**src/max_manhattan_pair_macros.svh**
```systemverilog
// Assertion macros shared by the max_manhattan_pair RTL
`ifndef MAX_MANHATTAN_PAIR_MACROS_SVH
`define MAX_MANHATTAN_PAIR_MACROS_SVH

// antecedent implies consequent in the same cycle
`define MMP_ASSERT_IMPL(label, ante, cons) \
  label: assert property (@(posedge clk_i) disable iff (!rst_ni) (ante) |-> (cons)) \
    else $error("mmp assertion failed");

// antecedent implies consequent in the next cycle
`define MMP_ASSERT_NEXT(label, ante, cons) \
  label: assert property (@(posedge clk_i) disable iff (!rst_ni) (ante) |=> (cons)) \
    else $error("mmp assertion failed");

`endif

```
**src/mmp_pkg.sv**
```systemverilog
// Shared types and constants for the max_manhattan_pair block
package mmp_pkg;

  localparam int unsigned COORD_W   = 32;
  localparam int unsigned SUM_W     = COORD_W + 2;
  localparam int unsigned CAND_W    = SUM_W + 1;
  localparam int unsigned IDX_W     = 16;
  localparam int unsigned CNT_W     = 17;
  localparam int unsigned DIST_W    = 33;
  localparam int unsigned NUM_PAT   = 4;
  localparam logic [CNT_W-1:0] MAX_POINTS = CNT_W'(65536);
  localparam logic [1:0]       OPP_MASK   = 2'b11;

  typedef struct packed {
    logic [NUM_PAT-1:0][SUM_W-1:0] sum;
    logic [IDX_W-1:0]              idx;
    logic                          keep;
    logic                          last;
    logic                          too_many;
  } mmp_item_t;

endpackage

```
**src/max_manhattan_pair.sv**
```systemverilog
// A last item passes the queue, stage 1, stage 2 and the result register in turn.
// Throughput: one item per cycle; the pattern-maxima register loop sets that figure.
// A result waiting in the output register stalls the back end; the two-entry
// queue keeps taking items until it fills.
// Reset clears the point counter, overflow flag, pattern fill flags, best-pair
// flag, queue and output valid; the block is ready right after reset.
module max_manhattan_pair import mmp_pkg::*; (
  input  logic                      clk_i,
  input  logic                      rst_ni,
  input  logic                      in_valid_i,
  output logic                      in_ready_o,
  input  logic signed [COORD_W-1:0] x_coord_i,
  input  logic signed [COORD_W-1:0] y_coord_i,
  input  logic                      skip_i,
  input  logic                      last_i,
  output logic                      out_valid_o,
  input  logic                      out_ready_i,
  output logic [DIST_W-1:0]         distance_o,
  output logic [IDX_W-1:0]          later_index_o,
  output logic [IDX_W-1:0]          earlier_index_o,
  output logic                      pair_found_o,
  output logic                      too_many_o
);

  logic      push, q_ready, q_valid, pop;
  mmp_item_t f_item, q_item;

  mmp_front u_front (
    .clk_i      (clk_i),
    .rst_ni     (rst_ni),
    .in_valid_i (in_valid_i),
    .in_ready_o (in_ready_o),
    .x_coord_i  (x_coord_i),
    .y_coord_i  (y_coord_i),
    .skip_i     (skip_i),
    .last_i     (last_i),
    .push_o     (push),
    .item_o     (f_item),
    .q_ready_i  (q_ready)
  );

  mmp_queue u_queue (
    .clk_i   (clk_i),
    .rst_ni  (rst_ni),
    .push_i  (push),
    .item_i  (f_item),
    .ready_o (q_ready),
    .valid_o (q_valid),
    .item_o  (q_item),
    .pop_i   (pop)
  );

  mmp_back u_back (
    .clk_i           (clk_i),
    .rst_ni          (rst_ni),
    .item_valid_i    (q_valid),
    .item_i          (q_item),
    .item_ready_o    (pop),
    .out_valid_o     (out_valid_o),
    .out_ready_i     (out_ready_i),
    .distance_o      (distance_o),
    .later_index_o   (later_index_o),
    .earlier_index_o (earlier_index_o),
    .pair_found_o    (pair_found_o),
    .too_many_o      (too_many_o)
  );

endmodule

```
**src/mmp_front.sv**
```systemverilog
// Front end: point indexing, overflow tracking and sign-pattern sums
`include "max_manhattan_pair_macros.svh"
module mmp_front import mmp_pkg::*; (
  input  logic                      clk_i,
  input  logic                      rst_ni,
  input  logic                      in_valid_i,
  output logic                      in_ready_o,
  input  logic signed [COORD_W-1:0] x_coord_i,
  input  logic signed [COORD_W-1:0] y_coord_i,
  input  logic                      skip_i,
  input  logic                      last_i,
  output logic                      push_o,
  output mmp_item_t                 item_o,
  input  logic                      q_ready_i
);

  logic [CNT_W-1:0] cnt_q, cnt_d;
  logic             ovf_q, ovf_d;
  logic             at_limit;
  logic             accept;

  assign in_ready_o = q_ready_i;
  assign accept     = in_valid_i && q_ready_i;
  assign push_o     = accept;
  assign at_limit   = (cnt_q >= MAX_POINTS);

  always_comb begin
    logic signed [SUM_W-1:0] sx;
    logic signed [SUM_W-1:0] sy;
    logic signed [SUM_W-1:0] a;
    logic signed [SUM_W-1:0] b;
    sx = SUM_W'(x_coord_i);
    sy = SUM_W'(y_coord_i);
    for (int j = 0; j < NUM_PAT; j++) begin
      a = (j[0]) ? sx : -sx;
      b = (j[1]) ? sy : -sy;
      item_o.sum[j] = a + b;
    end
    item_o.idx      = cnt_q[IDX_W-1:0];
    item_o.keep     = !skip_i && !at_limit;
    item_o.last     = last_i;
    item_o.too_many = ovf_q || at_limit;
  end

  always_comb begin
    cnt_d = cnt_q;
    ovf_d = ovf_q;
    if (accept) begin
      if (last_i) begin
        cnt_d = '0;
        ovf_d = 1'b0;
      end else if (at_limit) begin
        ovf_d = 1'b1;
      end else begin
        cnt_d = cnt_q + CNT_W'(1);
      end
    end
  end

  always_ff @(posedge clk_i or negedge rst_ni) begin
    if (!rst_ni) begin
      cnt_q <= '0;
      ovf_q <= 1'b0;
    end else begin
      cnt_q <= cnt_d;
      ovf_q <= ovf_d;
    end
  end

  `MMP_ASSERT_IMPL(a_cnt_bound, 1'b1, cnt_q <= MAX_POINTS)
  `MMP_ASSERT_NEXT(a_last_clears, accept && last_i, cnt_q == '0 && !ovf_q)

endmodule

```
**src/mmp_queue.sv**
```systemverilog
// Two-entry queue between front end and back end
`include "max_manhattan_pair_macros.svh"
module mmp_queue import mmp_pkg::*; (
  input  logic      clk_i,
  input  logic      rst_ni,
  input  logic      push_i,
  input  mmp_item_t item_i,
  output logic      ready_o,
  output logic      valid_o,
  output mmp_item_t item_o,
  input  logic      pop_i
);

  mmp_item_t  mem_q [2];
  logic       wr_q, rd_q;
  logic [1:0] cnt_q;
  logic       do_push, do_pop;

  assign ready_o = (cnt_q != 2'd2);
  assign valid_o = (cnt_q != 2'd0);
  assign item_o  = mem_q[rd_q];
  assign do_push = push_i && ready_o;
  assign do_pop  = pop_i && valid_o;

  always_ff @(posedge clk_i) begin
    if (do_push) begin
      mem_q[wr_q] <= item_i;
    end
  end

  always_ff @(posedge clk_i or negedge rst_ni) begin
    if (!rst_ni) begin
      wr_q  <= 1'b0;
      rd_q  <= 1'b0;
      cnt_q <= 2'd0;
    end else begin
      if (do_push) wr_q <= ~wr_q;
      if (do_pop)  rd_q <= ~rd_q;
      cnt_q <= cnt_q + 2'(do_push) - 2'(do_pop);
    end
  end

  `MMP_ASSERT_IMPL(a_q_count, 1'b1, cnt_q <= 2'd2)

endmodule

```
**src/mmp_back.sv**
```systemverilog
// Back end: per-pattern maxima, best-pair search and result register
`include "max_manhattan_pair_macros.svh"
module mmp_back import mmp_pkg::*; (
  input  logic              clk_i,
  input  logic              rst_ni,
  input  logic              item_valid_i,
  input  mmp_item_t         item_i,
  output logic              item_ready_o,
  output logic              out_valid_o,
  input  logic              out_ready_i,
  output logic [DIST_W-1:0] distance_o,
  output logic [IDX_W-1:0]  later_index_o,
  output logic [IDX_W-1:0]  earlier_index_o,
  output logic              pair_found_o,
  output logic              too_many_o
);

  logic en, pop;

  // pattern state
  logic signed [SUM_W-1:0] pb_q [NUM_PAT];
  logic signed [SUM_W-1:0] pb_d [NUM_PAT];
  logic [IDX_W-1:0]        pi_q [NUM_PAT];
  logic [IDX_W-1:0]        pi_d [NUM_PAT];
  logic [NUM_PAT-1:0]      pf_q, pf_d;

  // stage 1: candidates
  logic                     s1_valid_q;
  logic signed [CAND_W-1:0] c_q [NUM_PAT];
  logic signed [CAND_W-1:0] c_d [NUM_PAT];
  logic [IDX_W-1:0]         ce_q [NUM_PAT];
  logic [IDX_W-1:0]         ce_d [NUM_PAT];
  logic [NUM_PAT-1:0]       cv_q, cv_d;
  logic [IDX_W-1:0]         s1_idx_q;
  logic                     s1_last_q, s1_tm_q;

  // stage 2: reduced candidate
  logic                     s2_valid_q;
  logic signed [CAND_W-1:0] m_q, m_d;
  logic [IDX_W-1:0]         me_q, me_d;
  logic                     mv_q, mv_d;
  logic [IDX_W-1:0]         s2_idx_q;
  logic                     s2_last_q, s2_tm_q;

  // best pair
  logic signed [CAND_W-1:0] bd_q, bd_d;
  logic [IDX_W-1:0]         bl_q, bl_d, be_q, be_d;
  logic                     bv_q, bv_d;

  // result register
  logic              out_valid_q, out_valid_d;
  logic [DIST_W-1:0] out_dist_q;
  logic [IDX_W-1:0]  out_later_q, out_earlier_q;
  logic              out_pair_q, out_tm_q;

  assign en           = !out_valid_q || out_ready_i;
  assign pop          = item_valid_i && en;
  assign item_ready_o = en;

  always_comb begin
    logic [1:0]              opp;
    logic signed [SUM_W-1:0] s;
    pf_d = pf_q;
    for (int j = 0; j < NUM_PAT; j++) begin
      opp     = 2'(j) ^ OPP_MASK;
      s       = $signed(item_i.sum[j]);
      pb_d[j] = pb_q[j];
      pi_d[j] = pi_q[j];
      c_d[j]  = CAND_W'(pb_q[opp]) + CAND_W'(s);
      ce_d[j] = pi_q[opp];
      cv_d[j] = item_i.keep && pf_q[opp];
      if (item_i.keep && (!pf_q[j] || s >= pb_q[j])) begin
        pb_d[j] = s;
        pi_d[j] = item_i.idx;
        pf_d[j] = 1'b1;
      end
    end
    if (item_i.last) begin
      pf_d = '0;
    end
  end

  always_comb begin
    logic signed [CAND_W-1:0] m01, m23;
    logic [IDX_W-1:0]         e01, e23;
    logic                     v01, v23;
    if (cv_q[1] && (!cv_q[0] || c_q[1] > c_q[0])) begin
      m01 = c_q[1];
      e01 = ce_q[1];
    end else begin
      m01 = c_q[0];
      e01 = ce_q[0];
    end
    v01 = cv_q[0] || cv_q[1];
    if (cv_q[3] && (!cv_q[2] || c_q[3] > c_q[2])) begin
      m23 = c_q[3];
      e23 = ce_q[3];
    end else begin
      m23 = c_q[2];
      e23 = ce_q[2];
    end
    v23 = cv_q[2] || cv_q[3];
    if (v23 && (!v01 || m23 > m01)) begin
      m_d  = m23;
      me_d = e23;
    end else begin
      m_d  = m01;
      me_d = e01;
    end
    mv_d = v01 || v23;
  end

  always_comb begin
    bd_d = bd_q;
    bl_d = bl_q;
    be_d = be_q;
    bv_d = bv_q;
    if (mv_q && (!bv_q || m_q > bd_q)) begin
      bd_d = m_q;
      bl_d = s2_idx_q;
      be_d = me_q;
      bv_d = 1'b1;
    end
  end

  always_comb begin
    out_valid_d = out_valid_q;
    if (en) begin
      out_valid_d = s2_valid_q && s2_last_q;
    end
  end

  always_ff @(posedge clk_i or negedge rst_ni) begin
    if (!rst_ni) begin
      pf_q        <= '0;
      s1_valid_q  <= 1'b0;
      s2_valid_q  <= 1'b0;
      bv_q        <= 1'b0;
      out_valid_q <= 1'b0;
    end else begin
      out_valid_q <= out_valid_d;
      if (pop) begin
        pf_q <= pf_d;
      end
      if (en) begin
        s1_valid_q <= item_valid_i;
        s2_valid_q <= s1_valid_q;
        if (s2_valid_q) begin
          bv_q <= s2_last_q ? 1'b0 : bv_d;
        end
      end
    end
  end

  always_ff @(posedge clk_i) begin
    if (pop) begin
      for (int j = 0; j < NUM_PAT; j++) begin
        pb_q[j] <= pb_d[j];
        pi_q[j] <= pi_d[j];
      end
    end
    if (en) begin
      for (int j = 0; j < NUM_PAT; j++) begin
        c_q[j]  <= c_d[j];
        ce_q[j] <= ce_d[j];
      end
      cv_q      <= cv_d;
      s1_idx_q  <= item_i.idx;
      s1_last_q <= item_i.last;
      s1_tm_q   <= item_i.too_many;
      m_q       <= m_d;
      me_q      <= me_d;
      mv_q      <= mv_d;
      s2_idx_q  <= s1_idx_q;
      s2_last_q <= s1_last_q;
      s2_tm_q   <= s1_tm_q;
      if (s2_valid_q) begin
        bd_q <= bd_d;
        bl_q <= bl_d;
        be_q <= be_d;
      end
      if (s2_valid_q && s2_last_q) begin
        out_dist_q    <= bv_d ? bd_d[DIST_W-1:0] : '0;
        out_later_q   <= bv_d ? bl_d : '0;
        out_earlier_q <= bv_d ? be_d : '0;
        out_pair_q    <= bv_d;
        out_tm_q      <= s2_tm_q;
      end
    end
  end

  assign out_valid_o     = out_valid_q;
  assign distance_o      = out_dist_q;
  assign later_index_o   = out_later_q;
  assign earlier_index_o = out_earlier_q;
  assign pair_found_o    = out_pair_q;
  assign too_many_o      = out_tm_q;

  `MMP_ASSERT_NEXT(a_last_empties, pop && item_i.last, pf_q == '0)
  `MMP_ASSERT_IMPL(a_pair_distinct, out_valid_q && out_pair_q, out_later_q != out_earlier_q)

endmodule

```
**config.mk**
```make
export PLATFORM = sky130hd
export DESIGN_NAME = max_manhattan_pair
export DESIGN_NICKNAME = d
export VERILOG_FILES = /design/src/mmp_pkg.sv /design/src/max_manhattan_pair.sv /design/src/mmp_front.sv /design/src/mmp_queue.sv /design/src/mmp_back.sv
export VERILOG_INCLUDE_DIRS = /design/src /design/src/src
export SDC_FILE = /design/constraint.sdc
export NUM_CORES = 2
export LEC_CHECK = 0
export ABC_CLOCK_PERIOD_IN_PS = 21000
export BUFFER_PORTS_ARGS = -buffer_cell sky130_fd_sc_hd__buf_2
export CORE_MARGIN = 4
export CORE_UTILIZATION = 60
export DETAILED_ROUTE_END_ITERATION = 6
export PLACE_DENSITY = 0.77
export SYNTH_ARGS = -nofsm -noshare
export SYNTH_HDL_FRONTEND = slang
export SYNTH_SLANG_ARGS = --single-unit
```
**constraint.sdc**
```tcl
create_clock -name clk_i -period 21 [get_ports clk_i]
set_input_delay 6.3 -clock clk_i [delete_from_list [all_inputs] [get_ports clk_i]]
set_output_delay 6.3 -clock clk_i [all_outputs]
set_load 0.005 [all_outputs]
```
=== Word level (Yosys, flattened, before mapping) ===
Memories as Yosys holds them, arrays and structs flattened.
Cells that the tools add are included.
W data, S select, Z words.

* Bitwise logic cells: 2
* Eq/ne operators: 6
* Reduce and logical (&&, ||, !) cells: 60
* Magnitude comparators: 9
* $add $sub $neg: 13
* Multiplexer cells: 34
* Multipliers: 0
* Shifts and indexed selects: 0
* Divide/modulo/power cells: 0

{| class="wikitable"
|+ Operator list
! kind !! count
|-
| $mux W16 || 9
|-
| $add A34 B34 Y35 || 4
|-
| $gt A35 B35 Y1 || 4
|-
| $ge A34 B34 Y1 || 4
|-
| $mux W34 || 4
|-
| $mux W35 || 3
|-
| $neg A32 Y34 || 2
|-
| $add A32 B34 Y34 || 1
|-
| $add A34 B32 Y34 || 1
|-
| $add A34 B34 Y34 || 1
|-
| $mux W17 || 2
|-
| $add A32 B32 Y33 || 1
|-
| $mux W33 || 1
|-
| $reduce_and A2 Y1 || 12
|-
| $add A17 B1 Y17 const B || 1
|-
| $ge A17 B17 Y1 const B || 1
|-
| $logic_and A1 B1 Y1 || 17
|-
| $mux W1 || 14
|-
| $logic_or A1 B1 Y1 || 13
|-
| $reduce_bool A2 Y1 || 6
|-
| $logic_not A1 Y1 || 11
|-
| $mux W4 || 1
|-
| $ne A1 B1 Y1 const B || 4
|-
| $ne A2 B2 Y1 const B || 2
|-
| 4 further kinds || 5
|}

* Output and inout bits: 69
* Word-level logic and storage cells: 161
* Input port bits: 70
* Memories: 5
* Flip-flop bits (word level): 256
* Bits in writable memories: 714
* Memory bits (read-only): 0
* Latch bits: 0

{| class="wikitable"
|+ Memories
! memory !! words !! bits a word !! rd ports !! clocked after Yosys merged registers in !! write ports !! RTL line !! RTL
|-
| u_queue.mem_q || 2 || 155 || 1 || 0 || 1 || mmp_queue.sv:14 || <nowiki>mmp_item_t mem_q [2];</nowiki>
|-
| u_back.c_q || 4 || 35 || 4 || 0 || 4 || mmp_back.sv:29 || <nowiki>logic signed [CAND_W-1:0] c_q [NUM_PAT];</nowiki>
|-
| u_back.pb_q || 4 || 34 || 4 || 0 || 4 || mmp_back.sv:21 || <nowiki>logic signed [SUM_W-1:0] pb_q [NUM_PAT];</nowiki>
|-
| u_back.ce_q || 4 || 16 || 4 || 0 || 4 || mmp_back.sv:31 || <nowiki>logic [IDX_W-1:0] ce_q [NUM_PAT];</nowiki>
|-
| u_back.pi_q || 4 || 16 || 4 || 0 || 4 || mmp_back.sv:23 || <nowiki>logic [IDX_W-1:0] pi_q [NUM_PAT];</nowiki>
|}

=== Longest topological paths before layout ===
An unclocked memory read counts as a cell.

* Word-level depth: 9
* Mapped depth: 24
* Gate-level depth less buffers: 21

=== Modules after synthesis ===
Synthesis repeated with hierarchy kept, for this count alone.

* Cells, all modules: 4570
* Area, all modules: 55799.8 µm²

{| class="wikitable"
|+ Modules (own cells, without submodules)
! module !! sequential area each (µm²) !! times used !! cells each !! area an instance (µm²)
|-
| mmp_back || 19118.3 || 1 || 2847 || 35624.2
|-
| mmp_queue || 9409.0 || 1 || 504 || 11408.4
|-
| mmp_front || 450.4 || 1 || 1219 || 8767.2
|}

=== Worst setup path before layout ===
No wires, ideal clock.

* Path type: input to register
* Start point: in out_ready_i
* End point: mem u_back.pb_q[2][0] in the netlist's numbering (enable)
* Data required time: 20.467 ns
* Cell stages on the path: 4
* Slack: 1.739 ns
* Library setup time: 0.533 ns
* Arrival time: 18.728 ns
* Buffers on the path: 0
* Cells stage by stage: nand2b_1 > inv_1 > or3_1 > a211oi_1

{| class="wikitable"
|+ RTL lines
! what !! RTL line !! RTL
|-
| start: declaration || max_manhattan_pair.sv:17 || <nowiki>input logic out_ready_i,</nowiki>
|-
| end: declaration || mmp_back.sv:21 ||
|}

==> impl_metrics.tcl <==
set metrics [dict create \
    switching_power_mw 4.58 \
    dp_hpwl_mm 98.6 \
    hold_violations 0 \
    pwr-share-comb 0.509 \
    r2r-end "u_back.m_q[33]" \
    initial_utilization 0.608 \
    die_h_um 311 \
    pwr-share-clk 0.152 \
    cts.hold.buffers_added 0 \
    crit_fanout 7 \
    area_growth_pct 9.93 \
    holdWs_ns 0.418 \
    hp-start "u_back.pi_q[1][14]" \
    power_density_mw_per_mm2 188 \
    clock-root-buffer "clkbuf_16" \
    fin_cells 5967 \
    synth_area_leaders "edfxtp_1 51%, ha_1 12%, mux2_2 4.3%, xnor2_1 3.1%, mux2i_1 3.0%" \
    startpoint "x_coord_i[5]" \
    drt-initial-drc-count 2780 \
    synth-main-ff-cell "edfxtp_1" \
    syn-mean-instance-area_um2 12.2 \
    io_buffers 138 \
    min_period_over_period 0.496 \
    synth_top_area_frac 0.508 \
    detail_route.first_pass.iterations 6 \
    period_minus_slack_ns 10.41 \
    globalRouteTotalUtil 0.260 \
    cp_data_arrival_time_ns 10.92 \
    yosysSeqAreaShare 0.522 \
    finalSetupViolCount 0 \
    syn_area_mm2 0.0550 \
    ios 139 \
    tightest_slew_ns 1.26 \
    hp-class "reg -> reg" \
    final_common_cell "edfxtp_1" \
    cts.clk_slew.worst_paths_ns 0.06 \
    vias 36300 \
    dpl.cell_count 5787 \
    fmax_ghz 0.0961 \
    gp_congestion 0.925 \
    cp-start-kind "input port" \
    clkSinkCount 961 \
    synth_largest_area_cell "edfxtp_1" \
    maxCapViolCount 0 \
    synth_cells 4517 \
    rows 110 \
    die_area_mm2 0.0966 \
    grt_max_degree 152 \
    cts.path.max_buffers 3 \
    ctsResizeCount 0 \
    final_layout_size_suffix_gt1_frac 0.119 \
    cp_common_cell "nor3_1" \
    tns_ns 0 \
    grt_pass1_wl_mm 197 \
    min_path_cells 0 \
    timing.rr.start "u_back.c_q[3][4]" \
    drt-total-wl_mm 128 \
    relSlewSlack 0.149 \
    netSwitchingFraction 0.402 \
    async_flop_share 0.0312 \
    clock_latency_ns 0.69 \
    syn-num-nets 5139 \
    rrSetupSlack_ns 13.79 \
    path_cells "buf_2, nor4_1, nor2b_1, nand3b_1, nor3_1, nand2b_1, nor3_1, nor2_1, ha_1, and4_1, a221o_1, nand2_1, nand2_1, a31oi_1, a211oi_1, o2111a_1, nor3_1" \
    antenna_cells 0 \
    end_kind "flop" \
    overflow 0 \
    antenna_left 0 \
    slowest_delay_ns 0.47 \
    fin_util 0.669 \
    path_class "in -> reg" \
    cts_made_buffers 95 \
    cts_tree "yes" \
    antenna_found_initial 1 \
    ctsHtreeMaxLevel 3 \
    mostFrequentLayoutCells "931 x edfxtp_1, 544 x ha_1, 386 x inv_1" \
    drc 0 \
    cts_setup_buffers 0 \
    nets 5330 \
    yosysWarnings 0 \
    worst-endpoint-required_ns 21.51 \
    pwr-share-seq 0.339 \
    synth_edf_count 931 \
    wl_per_cell_um 21.5 \
    die_w_um 311 \
    r2r.worst_path.cells 22 \
    synth_cell_types 78 \
    p_leak_nw 25.0 \
    grt_pass1_vias 35600 \
    via_per_inst 6.08 \
    synth.ff_latch_count 961 \
    cp_slowest_cell "nor4_1" \
    core-area_mm2 0.0904 \
    peakVddDrop_uv 125 \
    cell_internal_pwr_mw 6.81 \
    total_power_mw 11.4 \
    slew_viol_final 0 \
    min_to "u_back.ce_q[2][14]" \
    finalClockSkew_ns 0.0546 \
    status "completed" \
    rsz0062_at_grt "no" \
]
## worst max path at each step
stage | to | depth (start not counted) | slack (ns)
6_report | u_queue.mem_q[0][120] | 17 | 10.59
5_1_grt | u_queue.mem_q[0][120] | 17 | 10.29
4_1_cts | u_queue.mem_q[0][120] | 17 | 10.61
3_5_place_dp | u_queue.mem_q[0][120] | 17 | 9.89
3_3_place_gp | u_queue.mem_q[0][120] | 17 | 9.99
2_1_floorplan | u_back.pb_q[2][0] | 4 | 1.74
## final cells by class
class | instances | area (um^2)
clock buffer | 121 | 2570
multi-input combinational | 3103 | 24700
sequential | 961 | 28700
inverter | 386 | 1450
clock inverter | 59 | 683
tap | 1176 | 1470
fill | 6568 | 30000
timing repair buffer | 161 | 901
## power by group through the flow
stage,registers [mW],logic [mW],clock network [mW]
3_3_place_gp,3.85,5.57,0
5_1_grt,3.94,6.38,1.83
3_5_place_dp,3.89,5.70,0
2_1_floorplan,3.87,4.02,0
4_1_cts,3.86,5.76,1.75
6_report,3.86,5.80,1.73
## Yosys cell counts, drive strengths merged, types with 12 or more instances
cell type / n
a211oi: 38
a21o: 196
a21oi: 294
a31oi: 24
and2: 88
and3: 51
buf: 19
clkbuf: 48
dfrtp: 30
edfxtp: 931
ha: 544
inv: 386
mux2: 211
mux2i: 165
nand2: 152
nand2b: 29
nand3: 66
nand4: 77
nor2: 230
nor2b: 49
nor3: 59
nor4: 32
o2111ai: 12
o211ai: 19
o21a: 47
o21ai: 156
o21bai: 34
o31ai: 16
or2: 21
or3: 35
xnor2: 194
xor2: 88
## kinds of logic (layout without fill, tap and decap cells)
logic type	count (synthesis)	count (layout)	synth area share
and+or+nand+nor	932	932	0.0884
DFF	961	961	0.522
buffers and inverters	453	727	0.0312
AOI/OAI and AO/OA	961	961	0.114
xor gates and xnor gates	282	282	0.0449
muxes	376	376	0.0732
adders and majority gates	552	552	0.127
## sequential cells by signal, indices dropped and copies added (netlist names), 2 cells and up
register                cells
u_back.c_q                140
u_back.ce_q                64
u_back.cv_q                 4
u_back.m_q                 35
u_back.me_q                16
u_queue.cnt_q               2
u_back.s1_idx_q            16
u_back.pb_q               135
u_back.pi_q                64
u_back.be_q                16
u_back.bd_q                35
u_back.bl_q                16
u_back.distance_o          33
u_back.pf_q                 4
u_back.earlier_index_o     16
u_back.s2_idx_q            16
u_front.cnt_q              17
u_back.later_index_o       16
u_queue.mem_q             302
## per-stage QoR
stage	instance area [um^2]	setup slack, ns
floorplan	55000	1.74
global placement	57200	9.99
detailed placement	57200	9.89
CTS	60500	10.61
global route	60500	10.29
finish	60500	10.59
## critical path, delay by kind of cell
| family | cells | cell delay [ns] |
|---|---|---|
| AO/OA/AOI/OAI | 4 | 1.24 |
| adder cells (fa/ha/maj) | 1 | 0.36 |
| buffers and inverters | 1 | 0.13 |
| AND/OR/NAND/NOR | 11 | 2.89 |
## routing by layer
metal | global-route usage | up-vias | part of all wire
li1 | - | 17300 | -
met1 | 0.372 | 17600 | 0.45
met2 | 0.418 | 1141 | 0.46
met3 | 0.0277 | 213 | 0.060
met4 | 0.0908 | 0 | 0.035
met5 | 0 | - | 0
Power figures use the tool's default switching activity.
